## src/sv/xsw_pkg.sv

```systemverilog
// Shared types and constants for the XOR swizzle tile address map.
// Used by xsw_map, xsw_div_stage and the top level.
`default_nettype none

package xsw_pkg;

    localparam int ROW_W      = 12;
    localparam int COL_W      = 12;
    localparam int COLS_W     = 13;
    localparam int LIN_W      = 24;
    localparam int TGT_W      = 28;
    localparam int REM_W      = 12;
    localparam int DIV_STEPS  = 4;
    localparam int DIV_STAGES = TGT_W / DIV_STEPS;
    localparam int MAX_COLS   = 4096;
    localparam int CFG_IDX_W  = 3;
    localparam int CFG_DATA_W = 13;

    // Configuration register indexes
    localparam logic [CFG_IDX_W-1:0] REG_NUM_COLS   = 3'd0;
    localparam logic [CFG_IDX_W-1:0] REG_ELEM_BYTES = 3'd1;
    localparam logic [CFG_IDX_W-1:0] REG_GRANULE    = 3'd2;
    localparam logic [CFG_IDX_W-1:0] REG_STRIDE     = 3'd3;
    localparam logic [CFG_IDX_W-1:0] REG_LINE       = 3'd4;

    // Reset values
    localparam logic [12:0] RST_NUM_COLS   = 13'd64;
    localparam logic [1:0]  RST_ELEM_BYTES = 2'd1;
    localparam logic [2:0]  RST_GRANULE    = 3'd4;
    localparam logic [3:0]  RST_STRIDE     = 4'd8;
    localparam logic [3:0]  RST_LINE       = 4'd8;

    typedef struct packed {
        logic [COLS_W-1:0] cols;   // clamped column count, 1 .. MAX_COLS
        logic [1:0]        ebl;
        logic [2:0]        gran;
        logic [3:0]        stride;
        logic [3:0]        line;
    } cfg_t;

    // Long division state carried through the divider stages
    typedef struct packed {
        logic [TGT_W-1:0] dvd;
        logic [REM_W-1:0] rem;
        logic [ROW_W-1:0] quo;
        logic             ovf;   // quotient has grown past ROW_W bits
        logic             err;
    } div_t;

endpackage

`default_nettype wire

```

## src/sv/xor_swizzle_tile_address_map_core.sv

```systemverilog
// XOR swizzle tile address map: row/column in, swizzled row/column out.
// Depends on xsw_pkg, xsw_map and xsw_div_stage.
//
// Usage:
//   s_axis carries one element position per word; m_axis returns its swizzled
//   row and column, with tuser set when the stride is below the granularity
//   (row and column are then zero). Words leave in the order they arrive.
//   Configuration is written through cfg_we/cfg_index/cfg_data by the user
//   only while no word is in flight; the block does not enforce this.
//   Indexes past the last register are ignored.
// Pipeline: 2 mapping stages, 7 divider stages, then the output register.
// Throughput: one word per cycle unless stalled. The element index is divided
//   by the column count in a 28-step restoring divider, 4 steps per stage.
// Reset: all stages empty, registers at 64 cols, 2-byte elements, 16-byte
//   granule, 256-byte stride and line.
// Stall: while m_axis_tready is low the output word holds; each stage keeps
//   loading as long as the one after it has room, so bubbles close up and
//   s_axis_tready falls only once every stage is full.
`default_nettype none

module xor_swizzle_tile_address_map_core
    import xsw_pkg::*;
(
    input  wire logic                  clk,
    input  wire logic                  rst_n,
    input  wire logic                  cfg_we,
    input  wire logic [CFG_IDX_W-1:0]  cfg_index,
    input  wire logic [CFG_DATA_W-1:0] cfg_data,
    input  wire logic                  s_axis_tvalid,
    output logic                       s_axis_tready,
    input  wire logic [23:0]           s_axis_tdata,   // row_index, col_index
    output logic                       m_axis_tvalid,
    input  wire logic                  m_axis_tready,
    output logic [23:0]                m_axis_tdata,   // out_row, out_col
    output logic                       m_axis_tuser    // config_error
);

    logic [12:0]       num_cols_reg;
    logic [1:0]        ebl_reg;
    logic [2:0]        gran_reg;
    logic [3:0]        stride_reg;
    logic [3:0]        line_reg;
    logic [COLS_W-1:0] cols_eff;
    cfg_t              cfg;

    div_t              div_data  [0:DIV_STAGES];
    logic              div_valid [0:DIV_STAGES];
    logic              div_ready [0:DIV_STAGES];

    logic              o_valid_reg;
    logic [ROW_W-1:0]  o_row_reg;
    logic [COL_W-1:0]  o_col_reg;
    logic              o_err_reg;
    logic [ROW_W-1:0]  o_row_next;
    logic [COL_W-1:0]  o_col_next;
    logic              out_en;
    div_t              fin;

    always_ff @(posedge clk or negedge rst_n)
    begin
        if (!rst_n)
        begin
            num_cols_reg <= RST_NUM_COLS;
            ebl_reg      <= RST_ELEM_BYTES;
            gran_reg     <= RST_GRANULE;
            stride_reg   <= RST_STRIDE;
            line_reg     <= RST_LINE;
        end
        else if (cfg_we)
        begin
            unique case (cfg_index)
                REG_NUM_COLS:   num_cols_reg <= cfg_data[12:0];
                REG_ELEM_BYTES: ebl_reg      <= cfg_data[1:0];
                REG_GRANULE:    gran_reg     <= cfg_data[2:0];
                REG_STRIDE:     stride_reg   <= cfg_data[3:0];
                REG_LINE:       line_reg     <= cfg_data[3:0];
                default:        ;
            endcase
        end
    end

    // Zero columns act as one; clamp at the largest tile width
    always_comb
    begin
        if (num_cols_reg == '0)
            cols_eff = COLS_W'(1);
        else if (num_cols_reg > COLS_W'(MAX_COLS))
            cols_eff = COLS_W'(MAX_COLS);
        else
            cols_eff = num_cols_reg;
    end

    assign cfg.cols   = cols_eff;
    assign cfg.ebl    = ebl_reg;
    assign cfg.gran   = gran_reg;
    assign cfg.stride = stride_reg;
    assign cfg.line   = line_reg;

    xsw_map u_map (
        .clk        (clk),
        .rst_n      (rst_n),
        .cfg        (cfg),
        .in_valid   (s_axis_tvalid),
        .row_index  (s_axis_tdata[11:0]),
        .col_index  (s_axis_tdata[23:12]),
        .up_ready   (s_axis_tready),
        .down_ready (div_ready[0]),
        .out_valid  (div_valid[0]),
        .out_data   (div_data[0])
    );

    for (genvar k = 0; k < DIV_STAGES; k++)
    begin : g_div
        xsw_div_stage u_div (
            .clk        (clk),
            .rst_n      (rst_n),
            .cols       (cols_eff),
            .in_valid   (div_valid[k]),
            .in_data    (div_data[k]),
            .up_ready   (div_ready[k]),
            .down_ready (div_ready[k+1]),
            .out_valid  (div_valid[k+1]),
            .out_data   (div_data[k+1])
        );
    end

    assign out_en                = !o_valid_reg || m_axis_tready;
    assign div_ready[DIV_STAGES] = out_en;
    assign fin                   = div_data[DIV_STAGES];

    // Saturate the row; drop both fields on a bad stride/granule pair
    always_comb
    begin
        if (fin.err)
        begin
            o_row_next = '0;
            o_col_next = '0;
        end
        else
        begin
            o_row_next = fin.ovf ? '1 : fin.quo;
            o_col_next = fin.rem;
        end
    end

    always_ff @(posedge clk or negedge rst_n)
    begin
        if (!rst_n)
            o_valid_reg <= 1'b0;
        else if (out_en)
            o_valid_reg <= div_valid[DIV_STAGES];
    end

    always_ff @(posedge clk)
    begin
        if (out_en && div_valid[DIV_STAGES])
        begin
            o_row_reg <= o_row_next;
            o_col_reg <= o_col_next;
            o_err_reg <= fin.err;
        end
    end

    assign m_axis_tvalid = o_valid_reg;
    assign m_axis_tdata  = {o_col_reg, o_row_reg};
    assign m_axis_tuser  = o_err_reg;

    a_err_zero: assert property (@(posedge clk) disable iff (!rst_n)
        m_axis_tvalid && m_axis_tuser |-> m_axis_tdata == '0)
        else $error("config_error word carries nonzero fields");

    a_empty_ready: assert property (@(posedge clk) disable iff (!rst_n)
        !m_axis_tvalid |-> s_axis_tready)
        else $error("input stalled with empty output register");

    a_stall_blocks: assert property (@(posedge clk) disable iff (!rst_n)
        m_axis_tvalid && !m_axis_tready && div_valid[DIV_STAGES]
            |-> !div_ready[DIV_STAGES-1])
        else $error("last divider stage overwritten during stall");

    a_col_range: assert property (@(posedge clk) disable iff (!rst_n)
        m_axis_tvalid && !m_axis_tuser |-> COLS_W'(m_axis_tdata[23:12]) < cols_eff)
        else $error("column not below column count");

endmodule

`default_nettype wire

```

## src/sv/xsw_map.sv

```systemverilog
// Front of the pipeline: linear index (multiply-add), then the XOR swizzle.
// Depends on xsw_pkg; feeds the divider chain with a div_t word.
`default_nettype none

module xsw_map
    import xsw_pkg::*;
(
    input  wire logic             clk,
    input  wire logic             rst_n,
    input  wire cfg_t             cfg,
    input  wire logic             in_valid,
    input  wire logic [ROW_W-1:0] row_index,
    input  wire logic [COL_W-1:0] col_index,
    output logic                  up_ready,
    input  wire logic             down_ready,
    output logic                  out_valid,
    output div_t                  out_data
);

    logic                      a_valid_reg;
    logic [LIN_W-1:0]          a_lin_reg;
    logic                      a_err_reg;
    logic                      b_valid_reg;
    div_t                      b_data_reg;
    logic                      en_a;
    logic                      en_b;
    logic [ROW_W+COLS_W-1:0]   prod;
    logic [ROW_W+COLS_W-1:0]   lin_sum;
    logic [LIN_W-1:0]          a_lin_next;
    logic                      a_err_next;
    logic [TGT_W-1:0]          addr;
    logic [TGT_W-1:0]          line_mask;
    logic [TGT_W-1:0]          gran_mask;
    logic [TGT_W-1:0]          cyc_mask;
    logic [3:0]                cyc_sh;
    logic [TGT_W-1:0]          line_off;
    logic [TGT_W-1:0]          gran_id;
    logic [TGT_W-1:0]          cycle_id;
    logic [TGT_W-1:0]          tgt;
    div_t                      b_data_next;

    assign en_b     = !b_valid_reg || down_ready;
    assign en_a     = !a_valid_reg || en_b;
    assign up_ready = en_a;

    assign prod       = (ROW_W+COLS_W)'(row_index) * (ROW_W+COLS_W)'(cfg.cols);
    assign lin_sum    = prod + (ROW_W+COLS_W)'(col_index);
    assign a_lin_next = lin_sum[LIN_W-1:0];
    assign a_err_next = cfg.stride < {1'b0, cfg.gran};

    always_comb
    begin
        addr      = TGT_W'(a_lin_reg) << cfg.ebl;
        line_mask = (TGT_W'(1) << cfg.line) - TGT_W'(1);
        gran_mask = (TGT_W'(1) << cfg.gran) - TGT_W'(1);
        cyc_sh    = cfg.stride - {1'b0, cfg.gran};
        cyc_mask  = (TGT_W'(1) << cyc_sh) - TGT_W'(1);
        line_off  = addr & line_mask;
        gran_id   = line_off >> cfg.gran;
        cycle_id  = (addr >> cfg.line) & cyc_mask;
        tgt       = (addr & ~line_mask)
                  + ((gran_id ^ cycle_id) << cfg.gran)
                  + (line_off & gran_mask);
        b_data_next     = '0;
        b_data_next.dvd = tgt >> cfg.ebl;
        b_data_next.err = a_err_reg;
    end

    always_ff @(posedge clk or negedge rst_n)
    begin
        if (!rst_n)
        begin
            a_valid_reg <= 1'b0;
            b_valid_reg <= 1'b0;
        end
        else
        begin
            if (en_a)
                a_valid_reg <= in_valid;
            if (en_b)
                b_valid_reg <= a_valid_reg;
        end
    end

    always_ff @(posedge clk)
    begin
        if (en_a && in_valid)
        begin
            a_lin_reg <= a_lin_next;
            a_err_reg <= a_err_next;
        end
        if (en_b && a_valid_reg)
            b_data_reg <= b_data_next;
    end

    assign out_valid = b_valid_reg;
    assign out_data  = b_data_reg;

endmodule

`default_nettype wire

```

## src/sv/xsw_div_stage.sv

```systemverilog
// One divider stage: DIV_STEPS restoring division steps, then a register.
// Depends on xsw_pkg; chained DIV_STAGES times by the top level.
`default_nettype none

module xsw_div_stage
    import xsw_pkg::*;
(
    input  wire logic              clk,
    input  wire logic              rst_n,
    input  wire logic [COLS_W-1:0] cols,
    input  wire logic              in_valid,
    input  wire div_t              in_data,
    output logic                   up_ready,
    input  wire logic              down_ready,
    output logic                   out_valid,
    output div_t                   out_data
);

    logic             valid_reg;
    div_t             data_reg;
    div_t             data_next;
    logic [REM_W:0]   rem_sh;
    logic             en;

    assign en       = !valid_reg || down_ready;
    assign up_ready = en;

    always_comb
    begin
        data_next = in_data;
        rem_sh    = '0;
        for (int i = 0; i < DIV_STEPS; i++)
        begin
            rem_sh        = {data_next.rem, data_next.dvd[TGT_W-1]};
            data_next.dvd = data_next.dvd << 1;
            data_next.ovf = data_next.ovf | data_next.quo[ROW_W-1];
            if (rem_sh >= cols)
            begin
                data_next.rem = REM_W'(rem_sh - cols);
                data_next.quo = {data_next.quo[ROW_W-2:0], 1'b1};
            end
            else
            begin
                data_next.rem = rem_sh[REM_W-1:0];
                data_next.quo = {data_next.quo[ROW_W-2:0], 1'b0};
            end
        end
    end

    always_ff @(posedge clk or negedge rst_n)
    begin
        if (!rst_n)
            valid_reg <= 1'b0;
        else if (en)
            valid_reg <= in_valid;
    end

    always_ff @(posedge clk)
    begin
        if (en && in_valid)
            data_reg <= data_next;
    end

    assign out_valid = valid_reg;
    assign out_data  = data_reg;

endmodule

`default_nettype wire

```

## config.mk

```make
export PLATFORM = sky130hd
export DESIGN_NAME = xor_swizzle_tile_address_map_core
export DESIGN_NICKNAME = d
export VERILOG_FILES = /design/src/sv/xsw_pkg.sv /design/src/sv/xor_swizzle_tile_address_map_core.sv /design/src/sv/xsw_map.sv /design/src/sv/xsw_div_stage.sv
export SDC_FILE = /design/constraint.sdc
export NUM_CORES = 2
export LEC_CHECK = 0
export BUFFER_PORTS_ARGS = -buffer_cell sky130_fd_sc_hd__buf_4
export CORE_ASPECT_RATIO = 1.5
export CORE_MARGIN = 1
export CORE_UTILIZATION = 49
export DETAILED_ROUTE_END_ITERATION = 6
export GPL_TIMING_DRIVEN = 0
export PLACE_DENSITY = 0.74
export SETUP_SLACK_MARGIN = 0.02
export SKIP_LAST_GASP = 1
export SLEW_MARGIN = 20
export SYNTH_ARGS = -nofsm -noshare
export SYNTH_HDL_FRONTEND = slang
export SYNTH_HIERARCHICAL = 1
export SYNTH_SLANG_ARGS = --single-unit
```

## constraint.sdc

```tcl
create_clock -name clk -period 12 [get_ports clk]
set_clock_uncertainty 0.2 [all_clocks]
set_input_delay 1.2 -clock clk [delete_from_list [all_inputs] [get_ports clk]]
set_output_delay 1.2 -clock clk [all_outputs]
set_load 0.05 [all_outputs]
```

==> flow_summary_export.csv <==
group,metric,value,unit
floorplan,num_io_pins,72,
clocking,cts.repair.resized,0,
layout,drive_gt1_frac,0.146,
sta,finalWorstSetupSlack,0.667,ns
sta,post-route-min-period,11.33,ns
layout,largest_register_ff_count,266,
clocking,cts-root-buf,"clkbuf_16",
floorplan,die_h,373,µm
sta,timing.final.crit_share,0.944,
layout,fin_cells,6060,
layout,fin_nets,5549,
global_route,antenna_found_initial,2,
layout,antenna_cells,0,
worst_setup_path,crit_fanout,10,
synthesis,yosys_warnings,6,
sta,fmax,88.2,MHz
global_route,grt_pass1_wl,197000,µm
worst_setup_path,start_kind,"flip-flop",
global_route,use_met3,0.0239,
clocking,cts.sinks,381,
layout,fill_cells,8092,
sta,rsz0062_at_grt,"false",
global_route,grt_overflow,0,
worst_setup_path,critPathKind,"flip-flop to flip-flop",
floorplan,num_rows,135,
clocking,cts_max_path_buffers,3,
global_route,grt_util_met2,0.505,
synthesis,syn_inst,4692,
worst_setup_path,critPathSlowestCell,"nor2b_4",
worst_setup_path,critPathRequiredTime,12.11,ns
routing,drc,0,
place,dp_cells,5982,
routing,wl_per_cell,20.7,µm
sta,setup_viol,0,
flow_run,drv_cap,0,
sta,worstMarginPinSlew,1.12,ns
routing,drt-initial-drc-count,1979,
clocking,clock_latency,0.60,ns
sta,maxSlewViolCount,0,
floorplan,die-width,249,µm
synthesis,syn-cell-area,0.0450,mm²
worst_setup_path,r2r_setup_slack,0.67,ns
global_route,grt_max_degree,47,
clocking,post-cts-setup-buffers,0,
worst_setup_path,cpMostUsedCell,"ha_1",
worst_setup_path,r2r_cells,35,
floorplan,initial_core_util,0.497,
layout,syn_to_final_growth,8.62,%
place,gp_congestion,0.992,
worst_setup_path,max_stage_delay,0.71,ns
sta,finalHoldViolCount,0,
routing,ant_nets,0,
layout,final_common_cell,"ha_1",
routing,vias,36000,
worst_setup_path,cp_data_arrival_time,11.45,ns
sta,relSlewSlack,0.235,
global_route,grt_use_met1,0.282,
global_route,grt_busiest_layer,"met2",
min_path,hp-class,"flip-flop to flip-flop",
worst_setup_path,reg2reg_from,"num_cols_reg[12]$_DFFE_PN0P_",
floorplan,dieArea,0.0930,mm²
routing,dr.pass1.iters,7,
worst_setup_path,crit_path_end,"g_div[3].u_div/out_data[19]$_DFFE_PP_",
min_path,hp-start,"g_div[3].u_div/out_data[47]$_DFFE_PP_",
clocking,hold_buffers,0,
worst_setup_path,r2r-end,"g_div[3].u_div/out_data[19]$_DFFE_PP_",
sta,holdWs,0.201,ns
status,status,"finished clean",
place,port_buffers,71,
worst_setup_path,cp-startpoint,"num_cols_reg[12]$_DFFE_PN0P_",
global_route,grt_pass1_vias,36700,
clocking,htreeDepth,2,
routing,viasPerCell,5.94,
place,dp_slack,0.835,ns
clocking,cts_tree,"yes",
floorplan,core_area,0.0905,mm²
routing,drt_wl_total,125000,µm
synthesis,syn_avg_cell_area,9.58,µm²
place,hpwl,101000,µm
worst_setup_path,setup.worst_path.end_class,"flip-flop",
global_route,gr-usage-all-layers,0.267,
clocking,cts_buffers,43,
layout,layout_common_cells,"464 x ha_1, 390 x inv_1, 345 x edfxtp_1, 333 x nand2_1, 326 x a21oi_1",
clocking,clk_pin_slew,0.06,ns
[per-stage QoR]
stage,TNS [ns],cell area [µm²],util
3_5_place_dp,0,47400,0.524
5_1_grt,0,48800,0.539
6_report,0,48800,0.539
3_3_place_gp,-107.45,47100,0.520
4_1_cts,0,48800,0.539
2_1_floorplan,0,45100,-
[worst max-delay path: cells and delay by family, from the launching register on]
| kind | cells | cell delay (ns) |
|---|---|---|
| compound gates | 10 | 3.02 |
| fa+ha+maj | 4 | 1.25 |
| buf+inv | 8 | 2.54 |
| flops | 1 | 0.47 |
| mux | 4 | 1.54 |
| simple gates | 9 | 2.03 |
[worst min path at each step]
stage	to	cells past startpoint	slack, ns
6_report	g_div[4].u_div/out_data[51]$_DFFE_PP_	0	0.20
5_1_grt	g_div[2].u_div/out_data[13]$_DFFE_PP_	0	0.21
4_1_cts	g_div[4].u_div/out_data[51]$_DFFE_PP_	0	0.20
3_5_place_dp	g_div[0].u_div/out_data[41]$_DFFE_PP_	0	0.20
3_3_place_gp	g_div[0].u_div/out_data[33]$_DFFE_PP_	0	0.20
2_1_floorplan	g_div[0].u_div/out_data[0]$_DFFE_PP_	0	0.20
[layout make-up]
type	instances	area (µm²)	area share
Inverter	394	1480	0.0303
Clock inverter	27	302	0.00618
Timing Repair Buffer	84	759	0.0156
Clock buffer	51	1130	0.0231
Buffer	192	961	0.0197
Tap cell	1164	1460	0.0298
Sequential cell	381	11300	0.231
Multi-Input combinational cell	3767	31500	0.645
[per-layer routing]
metal	vias up	wire (µm)	part of all wire
met5	-	12	0.000096
met4	2	8600	0.069
met3	359	4250	0.034
met2	955	65900	0.53
met1	17500	46500	0.37
li1	17200	-	-
Power is not shown: default switching activity piles up to over one toggle a cycle in this logic, so the estimate is an artifact.
